$ cat src/kvt_pkg.sv
`timescale 1ns / 1ps
// Shared types and codes for the key/value table.
// No dependencies.
package kvt_pkg;

  localparam int unsigned KEY_W = 32;
  localparam int unsigned VAL_W = 32;
  localparam int unsigned CNT_W = 6;

  typedef enum logic [2:0] {
    FUNC_CLEAR  = 3'd0,
    FUNC_INSERT = 3'd1,
    FUNC_ERASE  = 3'd2,
    FUNC_LOOKUP = 3'd3,
    FUNC_COUNT  = 3'd4
  } func_e;

  typedef enum logic [1:0] {
    STATUS_OK      = 2'd0,
    STATUS_MISSING = 2'd1,
    STATUS_FULL    = 2'd2,
    STATUS_DUP     = 2'd3
  } status_e;

  typedef enum logic [1:0] {
    S_IDLE  = 2'd0,
    S_SWEEP = 2'd1,
    S_DONE  = 2'd2
  } state_e;

  typedef struct packed {
    func_e             func;
    logic [KEY_W-1:0]  key;
    logic [VAL_W-1:0]  value;
  } req_t;

  typedef struct packed {
    status_e           status;
    logic [VAL_W-1:0]  found_value;
    logic [CNT_W-1:0]  match_count;
    logic [CNT_W-1:0]  entry_count;
  } rsp_t;

  // Search token carried down the cell row.
  typedef struct packed {
    func_e             func;
    logic [KEY_W-1:0]  key;
    logic [VAL_W-1:0]  value;
    logic              hit;
    logic [VAL_W-1:0]  found;
    logic [CNT_W-1:0]  match_cnt;
    logic [KEY_W-1:0]  last_key;
    logic [VAL_W-1:0]  last_value;
  } tok_t;

  // Entry write broadcast to the row.
  typedef struct packed {
    logic              en;
    logic [KEY_W-1:0]  key;
    logic [VAL_W-1:0]  value;
  } wr_t;

endpackage

$ cat src/kvt_cell.sv
`timescale 1ns / 1ps
// One table entry: holds a key and value and updates the passing search token.
// Depends on kvt_pkg.
module kvt_cell import kvt_pkg::*; #(
  parameter int unsigned CELL_IDX = 0,
  parameter int unsigned OCC_W    = 6,
  parameter int unsigned SLOT_W   = 5
) (
  input  logic              clk_i,
  input  logic              rst_ni,
  input  logic [OCC_W-1:0]  occ_i,
  input  wr_t               wr_i,
  input  logic [SLOT_W-1:0] wr_idx_i,
  input  logic              tok_valid_i,
  input  tok_t              tok_i,
  input  logic [SLOT_W-1:0] slot_i,
  output logic              tok_valid_o,
  output tok_t              tok_o,
  output logic [SLOT_W-1:0] slot_o
);

  logic [KEY_W-1:0]  key_q;
  logic [VAL_W-1:0]  val_q;
  logic              live;
  logic              last;
  tok_t              tok_d, tok_q;
  logic [SLOT_W-1:0] slot_d, slot_q;
  logic              valid_q;

  assign live = OCC_W'(CELL_IDX) < occ_i;
  assign last = OCC_W'(CELL_IDX + 1) == occ_i;

  always_comb begin
    tok_d  = tok_i;
    slot_d = slot_i;
    if (live && (key_q == tok_i.key) && !tok_i.hit) begin
      tok_d.hit   = 1'b1;
      tok_d.found = val_q;
      slot_d      = SLOT_W'(CELL_IDX);
    end
    if (live && (val_q == tok_i.value)) begin
      tok_d.match_cnt = tok_i.match_cnt + CNT_W'(1);
    end
    if (last) begin
      tok_d.last_key   = key_q;
      tok_d.last_value = val_q;
    end
  end

  always_ff @(posedge clk_i) begin
    if (wr_i.en && (wr_idx_i == SLOT_W'(CELL_IDX))) begin
      key_q <= wr_i.key;
      val_q <= wr_i.value;
    end
  end

  always_ff @(posedge clk_i) begin
    tok_q  <= tok_d;
    slot_q <= slot_d;
  end

  always_ff @(posedge clk_i or negedge rst_ni) begin
    if (!rst_ni) begin
      valid_q <= 1'b0;
    end else begin
      valid_q <= tok_valid_i;
    end
  end

  assign tok_valid_o = valid_q;
  assign tok_o       = tok_q;
  assign slot_o      = slot_q;

endmodule

$ cat config.mk
export PLATFORM = sky130hd
export DESIGN_NAME = kvt_cell
export DESIGN_NICKNAME = d
export VERILOG_FILES = /design/src/kvt_pkg.sv /design/src/kvt_cell.sv
export SDC_FILE = /design/constraint.sdc
export NUM_CORES = 1
export LEC_CHECK = 0
export ABC_AREA = 1
export BUFFER_PORTS_ARGS = -buffer_cell sky130_fd_sc_hd__buf_2
export CAP_MARGIN = 20
export CORE_AREA = 2 2 168 170
export CTS_CLUSTER_SIZE = 8
export DETAILED_ROUTE_END_ITERATION = 10
export DIE_AREA = 0 0 170 172
export HOLD_SLACK_MARGIN = 0.05
export SLEW_MARGIN = 15
export SYNTH_ARGS = -nofsm -noshare
export SYNTH_HDL_FRONTEND = slang
export SYNTH_SLANG_ARGS = --single-unit
$ cat constraint.sdc
create_clock -name clk_i -period 3.39 [get_ports clk_i]
set_clock_uncertainty 0.1 [all_clocks]
set_input_delay 0 -clock clk_i [delete_from_list [all_inputs] [get_ports clk_i]]
set_output_delay 0 -clock clk_i [all_outputs]
set_load 0.01 [all_outputs]
After elaboration in Yosys (flattened, before gate mapping)
Index checks and enable logic that the tools add are counted.
{"block": "word_totals", "ff_bits": 240, "inputBits": 254, "elab_cells": 26}
{"block": "op_classes", "addsub": 1, "n_lt_le_gt_ge": 1, "n_eq_ne": 3, "n_mux": 3, "reduce_logical": 6}
{"op": "$eq 32x32->1", "n": 2}
{"op": "$mux 64", "n": 1}
{"op": "$mux 32", "n": 1}
{"op": "$add 6x1->6 const B", "n": 1}
{"op": "$eq 1x6->1 const A", "n": 1}
{"op": "$lt 1x6->1 const A", "n": 1}
{"op": "$mux 6", "n": 1}
{"op": "$logic_not 5->1", "n": 1}
{"op": "$logic_and 1x1->1", "n": 4}
{"op": "$logic_not 1->1", "n": 1}

Logic depth before layout (Yosys ltp)
Gate-level depths: netlist of the first run.
{"block": "logic_depth", "ltp_word": 4, "mapped_depth": 12, "mapped_depth_nobuf": 11}

Least setup slack after synthesis of the first run
Ideal clock, no wire load.
{"block": "synth_path", "kind": "input-to-reg", "startpoint": "input port wr_idx_i[3]", "endpoint": "register key_q[0], enable pin", "arrival_time_ps": 4508, "setup_slack_ps": -1784, "path_stages": 3, "n_path_buf": 0, "cell_sequence": "nor2_1 -> nand3b_1 -> nor3_1"}
{"block": "synth_via", "elab_chain_cells": 2}
{"element": "from (decl)", "line": "kvt_cell.sv:13", "text": "input logic [SLOT_W-1:0] wr_idx_i,"}
{"element": "$logic_not 5->1", "line": "kvt_cell.sv:51", "text": "if (wr_i.en && (wr_idx_i == SLOT_W'(CELL_IDX))) begin"}
{"element": "$logic_and 1x1->1", "line": "kvt_cell.sv:51"}
{"element": "to (signal assigned)", "line": "kvt_cell.sv:52", "text": "key_q <= wr_i.key;"}
{"element": "to (decl)", "line": "kvt_cell.sv:22", "text": "logic [KEY_W-1:0] key_q;"}
Every way passes these cells.
A chain may end at the register's enable or synchronous reset.

==> flow_summary.toml, run 1 <==
[run_status]
outcome = "completed"

[worst_setup_path]
worstSetupStartpointType = "flop"
worstReg2RegStart = "val_q[1]"
cp_max_fo = 6
startpoint = "val_q[1]"
crit_path_cell_trace = "inv_1, nand2_1, nand2_1, nor2_1, nand2_1, inv_1, nand2_1, nor2_1, nand3_1, nand2_1, nand2_1, dlygate4sd3_1"
arrival_ns = 2.66
slowest_stage = "dlygate4sd3_1"
path_buf_inv = 3
end_kind = "flop"
path_class = "reg -> reg"
reg2reg_depth = 12
cp.required_ns = 3.66
cp-endpoint = "tok_o[65]"
cpPeakStageDelay_ns = 0.55
path_delay_family = "simple AND/OR/NAND/NOR gates"
crit_top_cell = "nand2_1"
ff2ff_setup_slack_ns = 1.00
timing.rr.end = "tok_o[65]"
worst-path-stages = 12

[global_routing]
grt_pass1_wl_mm = 44.0
grt-ovfl-total = 0
track_usage_pct = 19.5
grt_pass1_vias = 8634
grt_antenna_before_repair = 2
grt_max_degree = 81

[power]
vdd_drop_max_v = 0.000363
power_density_nw_per_um2 = 491
p_total_mw = 7.15
p_leak_nw = 7.41

[final_layout]
fillers = 2435
syn_to_final_growth_pct = 75.2
finalNetCount = 1877
layout_common_cells = "429 x buf_2, 348 x nand2_1, 269 x dlygate4sd3_1"
drive_above_1_share_pct = 29.7
fin_cells = 1992
fin_util_pct = 53.0
final_common_cell = "buf_2"
stdcell_area_um2 = 14500

[logic_synthesis]
seq_area_frac_synth_pct = 65.6
synth_cells = 901
synthArstFlopShare_pct = 0.417
avgSynthCellArea_um2 = 9.22
synth_area_um2 = 8310
syn-num-nets = 1156
synth_edf_count = 64
synth-seq-cells = 240
synth_flop_cell = "dfxtp_1"
ys_warn_count = 0
synth_cell_types = 29

[floorplan]
coreArea_um2 = 27500
die-area_um2 = 29200
start_util_pct = 30.2
fp.dieW_um = 170
rows = 61
io_pins = 430
die-height_um = 172

[placement]
placed_area_um2 = 10800
io_buffers = 429
preCtsSetupSlack_ns = 1.05
dpl.hpwl_mm = 20.0
gp_congestion = 0.842
dp.cells = 1661

[timing]
whs_ns = 0.0779
fin_crit_ns = 2.39
fmax_mhz = 419
drv_slew = 0
period_share_pct = 70.5
fin_ws_ns = 1.00
slew_headroom_pct = 37.5
rsz0062_at_grt = "false"
hold_viol = 0
finalSetupTns_ns = 0
finalSetupViolCount = 0
tightest_slew_ns = 0.938

[run]
maxCapViolCount = 0

[route]
drc_errors = 0
routed_wl_mm = 30.0
m1WireLength_mm = 11.8
vias = 8452
detail-route-antenna-nets = 0
wl_per_cell_um = 15.1
dr.pass1.iters = 4
viasPerCell = 4.24
wl_met3_mm = 2.08
highest_layer = "met5"
first_iter_violations = 380
wl_met2_mm = 15.0

[clock_tree]
cts_tree = "built"
numCtsBuffers = 36
clk_latency_ns = 0.50
post_cts_buffers = 0
hold_buffers = 269
clkSinkCount = 240
htreeDepth = 2
cts_buffer_depth = 3
path_clk_slew_ns = 0.05
clockRootBuffer = "clkbuf_16"
cts.repair.resized = 0

[hold_path]
hold_class = "in -> reg"
[report_power, final]
group / total (mW) / switching (mW) / internal, mW
sequential: 3.11 / 0.0352 / 3.07
combinational: 0.786 / 0.339 / 0.447
clock: 3.26 / 1.22 / 2.03
[Yosys cell counts, types with 2 or more instances]
cell type	n	area, µm²
nand4_1	2	12.5
nor2_1	50	188
or2_2	2	12.5
xnor2_1	11	96.3
buf_2	3	15.0
edfxtp_1	64	1920
nor2_2	3	18.8
dfxtp_1	175	3500
clkbuf_1	9	33.8
buf_6	3	33.8
nand2_1	348	1310
o21ai_1	8	40.0
nand3_2	3	30.0
nor3_1	2	10.0
buf_4	3	22.5
mux2_1	10	113
inv_1	121	454
nand3_1	13	65.1
o21ai_0	50	250
inv_2	6	22.5
xor2_1	7	61.3
[layout make-up]
cell class                      instances  area (µm²)  area share [%]
Inverter                              127         477            3.28
Sequential cell                       240        5450            37.5
Clock buffer                           60        1020            7.03
Antenna cell                            1        2.50          0.0172
Clock inverter                          1        8.76          0.0602
Tap cell                              346         433            2.98
Timing Repair Buffer                  701        4860            33.4
Multi-Input combinational cell        516        2290            15.8
[routing by layer]
metal,up-vias,GRT usage [%]
met3,86,5.31
met4,2,8.18
met5,-,0
met1,3824,21.4
li1,4191,-
met2,349,35.7
[worst reg2reg max path, delay by kind of cell (launching register included)]
kind / cells / cell delay (ns)
flops: 1 / 0.49
buf+inv: 3 / 0.74
simple gates: 9 / 0.95
[how the worst min path moves through the flow]
stage               startpoint           to  slack [ns]  depth (start not counted)
floorplan               rst_ni  tok_valid_o       -0.40                          0
global placement        rst_ni  tok_valid_o       -0.32                          1
detailed placement      rst_ni  tok_valid_o       -0.32                          1
CTS                 tok_i[140]   tok_o[140]        0.05                          2
global route        tok_i[141]   tok_o[141]        0.07                          2
finish              tok_i[154]   tok_o[154]        0.08                          2
[sequential cells by signal, summed over array words and instances, names as in the netlist]
register / flops
val_q: 32
tok_valid_o: 1
tok_o: 170
key_q: 32
slot_o: 5
[kinds of logic after synthesis]
logic type      share of synthesized area (%)
compound gates                           3.56
xor+xnor                                 1.90
fa+ha+maj                               0.151
buf+inv                                  7.01
flops                                    65.6
mux                                      1.36
simple gates                             20.4
Power figures use the tool's default switching activity.
==> run 2: changes to the inputs <==
--- a/config.mk
+++ b/config.mk
@@ -5,13 +5,13 @@
 export SDC_FILE = /design/constraint.sdc
 export NUM_CORES = 1
 export LEC_CHECK = 0
-export ABC_AREA = 1
+export ABC_AREA = 0
 export BUFFER_PORTS_ARGS = -buffer_cell sky130_fd_sc_hd__buf_2
 export CAP_MARGIN = 20
-export CORE_AREA = 2 2 168 170
+export CORE_AREA = 2 2 165 167
 export CTS_CLUSTER_SIZE = 8
 export DETAILED_ROUTE_END_ITERATION = 10
-export DIE_AREA = 0 0 170 172
+export DIE_AREA = 0 0 167 169
 export HOLD_SLACK_MARGIN = 0.05
 export SLEW_MARGIN = 15
 export SYNTH_ARGS = -nofsm -noshare
==> constraint.sdc (replaced) <==
create_clock -name clk_i -period 2.2 [get_ports clk_i]
set_clock_uncertainty 0.1 [all_clocks]
set_input_delay 0 -clock clk_i [delete_from_list [all_inputs] [get_ports clk_i]]
set_output_delay 0 -clock clk_i [all_outputs]
set_load 0.01 [all_outputs]
==> flow_summary.toml, run 2 <==
[floorplan]
fp.dieW_um = 167
die-height_um = 169
rows = 60
io_pins = 430
start_util_pct = 28.5

[logic_synthesis]
synth_cells = 457
synth_compound_area_share_pct = 0
ys_warn_count = 0
synthArstFlopShare_pct = 0.417
synth-seq-cells = 240
muxShareOfSynthArea_pct = 15.1
ys_top_cells_by_area = "dfxtp_1 46%, edfxtp_1 25%, mux2_2 12%"
synth_top_family_by_area = "multiplexers"
synth_cell_types = 26
seq_area_frac_synth_pct = 72.0
synth_area_um2 = 7560
synth_top_area_share_pct = 46.3
ys_top_cells_by_count = "175 x dfxtp_1, 83 x mux2_2, 64 x edfxtp_1, 61 x xor2_1, 16 x nor4_1"
synthAdderAreaFrac_pct = 0.165
syn-num-nets = 712
synth_edf_count = 64
yosysMostFrequentCell = "dfxtp_1"
synth_top_area_cell = "dfxtp_1"
synth_flop_cell = "dfxtp_1"
synth_xor_area_share_pct = 7.99
synth-simple-area-share_pct = 3.54
avgSynthCellArea_um2 = 16.6

[clock_tree]
cts.repair.resized = 13
clkSinkCount = 240
post_cts_buffers = 0
clockRootBuffer = "clkbuf_16"
hold_buffers = 260
cts_buffer_depth = 3
numCtsBuffers = 36
htreeDepth = 2

[placement]
preCtsSetupSlack_ns = -0.307
io_buffers = 429
gp_congestion = 0.769
dpl.hpwl_mm = 18.3

[run_status]
outcome = "did not finish"
stop_stage = "clock tree synthesis (4_1_cts)"
stop_error = "[ERROR RSZ-0060] Max buffer count reached."
==> run 2: cell count changes after synthesis, moves of 49 or more <==
cell | previous run | this run
nand2_1 | 348 | 4
inv_1 | 121 | 0
mux2_2 | 0 | 83
xor2_1 | 7 | 61
o21ai_0 | 50 | 0
nor2_1 | 50 | 1
==> run 2: stage by stage <==
step,instance area (µm²),cells
floorplan,7580,457
global placement,10300,1236
detailed placement,10300,1236
==> run 2: cells by family after synthesis <==
logic type | Yosys count
muxes | 97
xor gates and xnor gates | 69
adders and majority gates | 1
and+or+nand+nor | 40
DFF | 240
buffers and inverters | 10
==> run 3: changes to the inputs <==
--- a/config.mk
+++ b/config.mk
@@ -9,10 +9,9 @@
 export BUFFER_PORTS_ARGS = -buffer_cell sky130_fd_sc_hd__buf_2
 export CAP_MARGIN = 20
 export CORE_AREA = 2 2 165 167
-export CTS_CLUSTER_SIZE = 8
 export DETAILED_ROUTE_END_ITERATION = 10
 export DIE_AREA = 0 0 167 169
-export HOLD_SLACK_MARGIN = 0.05
+export PLACE_DENSITY_LB_ADDON = 0.15
 export SLEW_MARGIN = 15
 export SYNTH_ARGS = -nofsm -noshare
 export SYNTH_HDL_FRONTEND = slang
==> flow_summary.toml, run 3 <==
[clock_tree]
clockRootBuffer = "clkbuf_16"
clkSinkCount = 240
clk_latency_ns = 0.53
cts_buffer_depth = 3
cts_tree = "built"
numCtsBuffers = 27
path_clk_slew_ns = 0.06
htreeDepth = 1

[worst_setup_path]
path_delay_family = "simple AND/OR/NAND/NOR gates"
slowest_stage = "edfxtp_1"
cpPeakStageDelay_ns = 0.40
end_kind = "flop"
worstSetupStartpointType = "flop"
cp.required_ns = 2.52
crit_path_cell_trace = "xor2_1, nor4_1, buf_4, nand4_1, nor4_2, and4_4, buf_6, mux2_2"
arrival_ns = 2.84
path_class = "reg -> reg"
path_buf_inv = 2
cp_max_fo = 7

[power]
pwr-share-seq_pct = 46.6
power.switching_mw = 2.28
p_leak_nw = 6.27
p_total_mw = 10.3
comb_power_share_pct = 11.1
netSwitchingFraction_pct = 22.2
power_density_nw_per_um2 = 738
vdd_drop_max_v = 0.000623
power.internal_mw = 7.97
clock_power_share_pct = 42.3

[timing]
fmax_mhz = 397
period_share_pct = 114
tightest_slew_ns = 0.494
slew_headroom_pct = 66.8
fin_ws_ns = -0.317
hold_viol = 0
finalSetupViolCount = 37
drv_slew = 0
finalSetupTns_ns = -10.19
fin_crit_ns = 2.52
rsz0062_at_grt = "true"

[logic_synthesis]
ys_top_cells_by_count = "175 x dfxtp_1, 83 x mux2_2, 64 x edfxtp_1, 61 x xor2_1, 16 x nor4_1"
synth_cells = 457
synth_top_area_share_pct = 46.3
synth_top_area_cell = "dfxtp_1"
synth_area_um2 = 7560
seq_area_frac_synth_pct = 72.0
syn-num-nets = 712
ys_warn_count = 0
synth_edf_count = 64
avgSynthCellArea_um2 = 16.6
ys_top_cells_by_area = "dfxtp_1 46%, edfxtp_1 25%, mux2_2 12%"
synth_cell_types = 26
synth-seq-cells = 240
yosysMostFrequentCell = "dfxtp_1"
synth_flop_cell = "dfxtp_1"
synthArstFlopShare_pct = 0.417

[placement]
gp_congestion = 0.758
dp.cells = 1234
io_buffers = 429
preCtsSetupSlack_ns = -0.325
dpl.hpwl_mm = 18.2

[route]
dr.pass1.iters = 4
wl_per_cell_um = 17.1
drc_errors = 0
detail-route-antenna-nets = 0
first_iter_violations = 172
routed_wl_mm = 26.4
viasPerCell = 4.13
vias = 6389

[global_routing]
track_usage_pct = 17.2
grt_pass1_vias = 6860
grt_pass1_wl_mm = 37.7
grt_max_degree = 60
grt-ovfl-total = 0
grt_antenna_before_repair = 0

[final_layout]
layout_common_cells = "429 x buf_2, 257 x dlygate4sd3_1, 175 x dfxtp_1"
multi_input_area_um2 = 2150
fillers = 2256
finalNetCount = 1441
fin_cells = 1548
seq_area_um2 = 5450
final_common_cell = "buf_2"
syn_to_final_growth_pct = 83.6
largest_reg_flops = 170
fin_util_pct = 52.4
n_antenna_cell = 0
drive_above_1_share_pct = 50.3

[floorplan]
io_pins = 430
rows = 60
fp.dieW_um = 167
die-height_um = 169
die-area_um2 = 28200
coreArea_um2 = 26500
start_util_pct = 28.5

[hold_path]
hold_class = "in -> reg"

[run_status]
violations = "negative setup slack"
outcome = "finished, violations left"

[run]
maxCapViolCount = 0
==> run 3: power groups by stage <==
stage | clock (mW) | combinational [mW] | sequential [mW]
3_3_place_gp | 0 | 0.755 | 4.87
6_report | 4.34 | 1.14 | 4.77
3_5_place_dp | 0 | 0.756 | 4.87
5_1_grt | 4.65 | 1.22 | 4.79
2_1_floorplan | 0 | 0.159 | 4.97
4_1_cts | 4.47 | 1.13 | 4.77
==> run 3: worst paths after layout <==
| kind | cells after the start | slack, ns | to | start |
|---|---|---|---|---|
| hold reg to reg | 1 | 0.42 | tok_o[34] | key_q[2] |
| min in group asynchronous | 3 | 0.23 | tok_valid_o | rst_ni |
| hold / removal | 2 | 0.03 | tok_o[163] | tok_i[163] |
| setup / recovery | 8 | -0.32 | tok_o[72] | key_q[23] |
| max in group asynchronous | 3 | 1.65 | tok_valid_o | rst_ni |
| setup reg to reg | 8 | -0.32 | tok_o[72] | key_q[23] |
==> run 3: routing by layer <==
metal	vias to the layer above	GRT usage (%)	routed length, µm
li1	3076	-	-
met1	2979	18.0	9920
met2	299	33.4	13900
met3	35	5.21	2150
met4	0	4.50	488
met5	-	0	0
==> run 3: layout make-up <==
| type | instances | area share, % |
|---|---|---|
| sequential | 240 | 39.2 |
| clock buffer | 39 | 5.78 |
| multi-input combinational | 207 | 15.5 |
| clock inverter | 11 | 0.477 |
| timing repair buffer | 710 | 36.0 |
| tap | 341 | 3.07 |
==> run 3: timing repair <==
action | 4_1_cts | 5_1_grt
gates resized for setup | 7 | 19
gates cloned | 0 | 3
pin swaps | 1 | 13
hold buffers | 257 | 0
endpoints found under the hold margin | 305 | 0
endpoints found under the setup margin | 42 | 38
setup buffers | 3 | 2
==> run 3: cells by family (layout without fill, tap and decap cells) <==
family	Yosys count	in the layout	synth area share, %
DFF	240	240	72.0
muxes	97	97	15.1
xor gates and xnor gates	69	69	7.99
and+or+nand+nor	40	40	3.54
buffers and inverters	10	760	1.12
adders and majority gates	1	1	0.165
==> run 3: stage by stage <==
stage                     hold slack (ns)  area [µm²]
after global placement             -0.325       10300
after CTS                        0.000960       13700
after detailed placement           -0.325       10300
final                              0.0340       13900
after global routing              0.00931       13900
after floorplan                    -0.396        7580
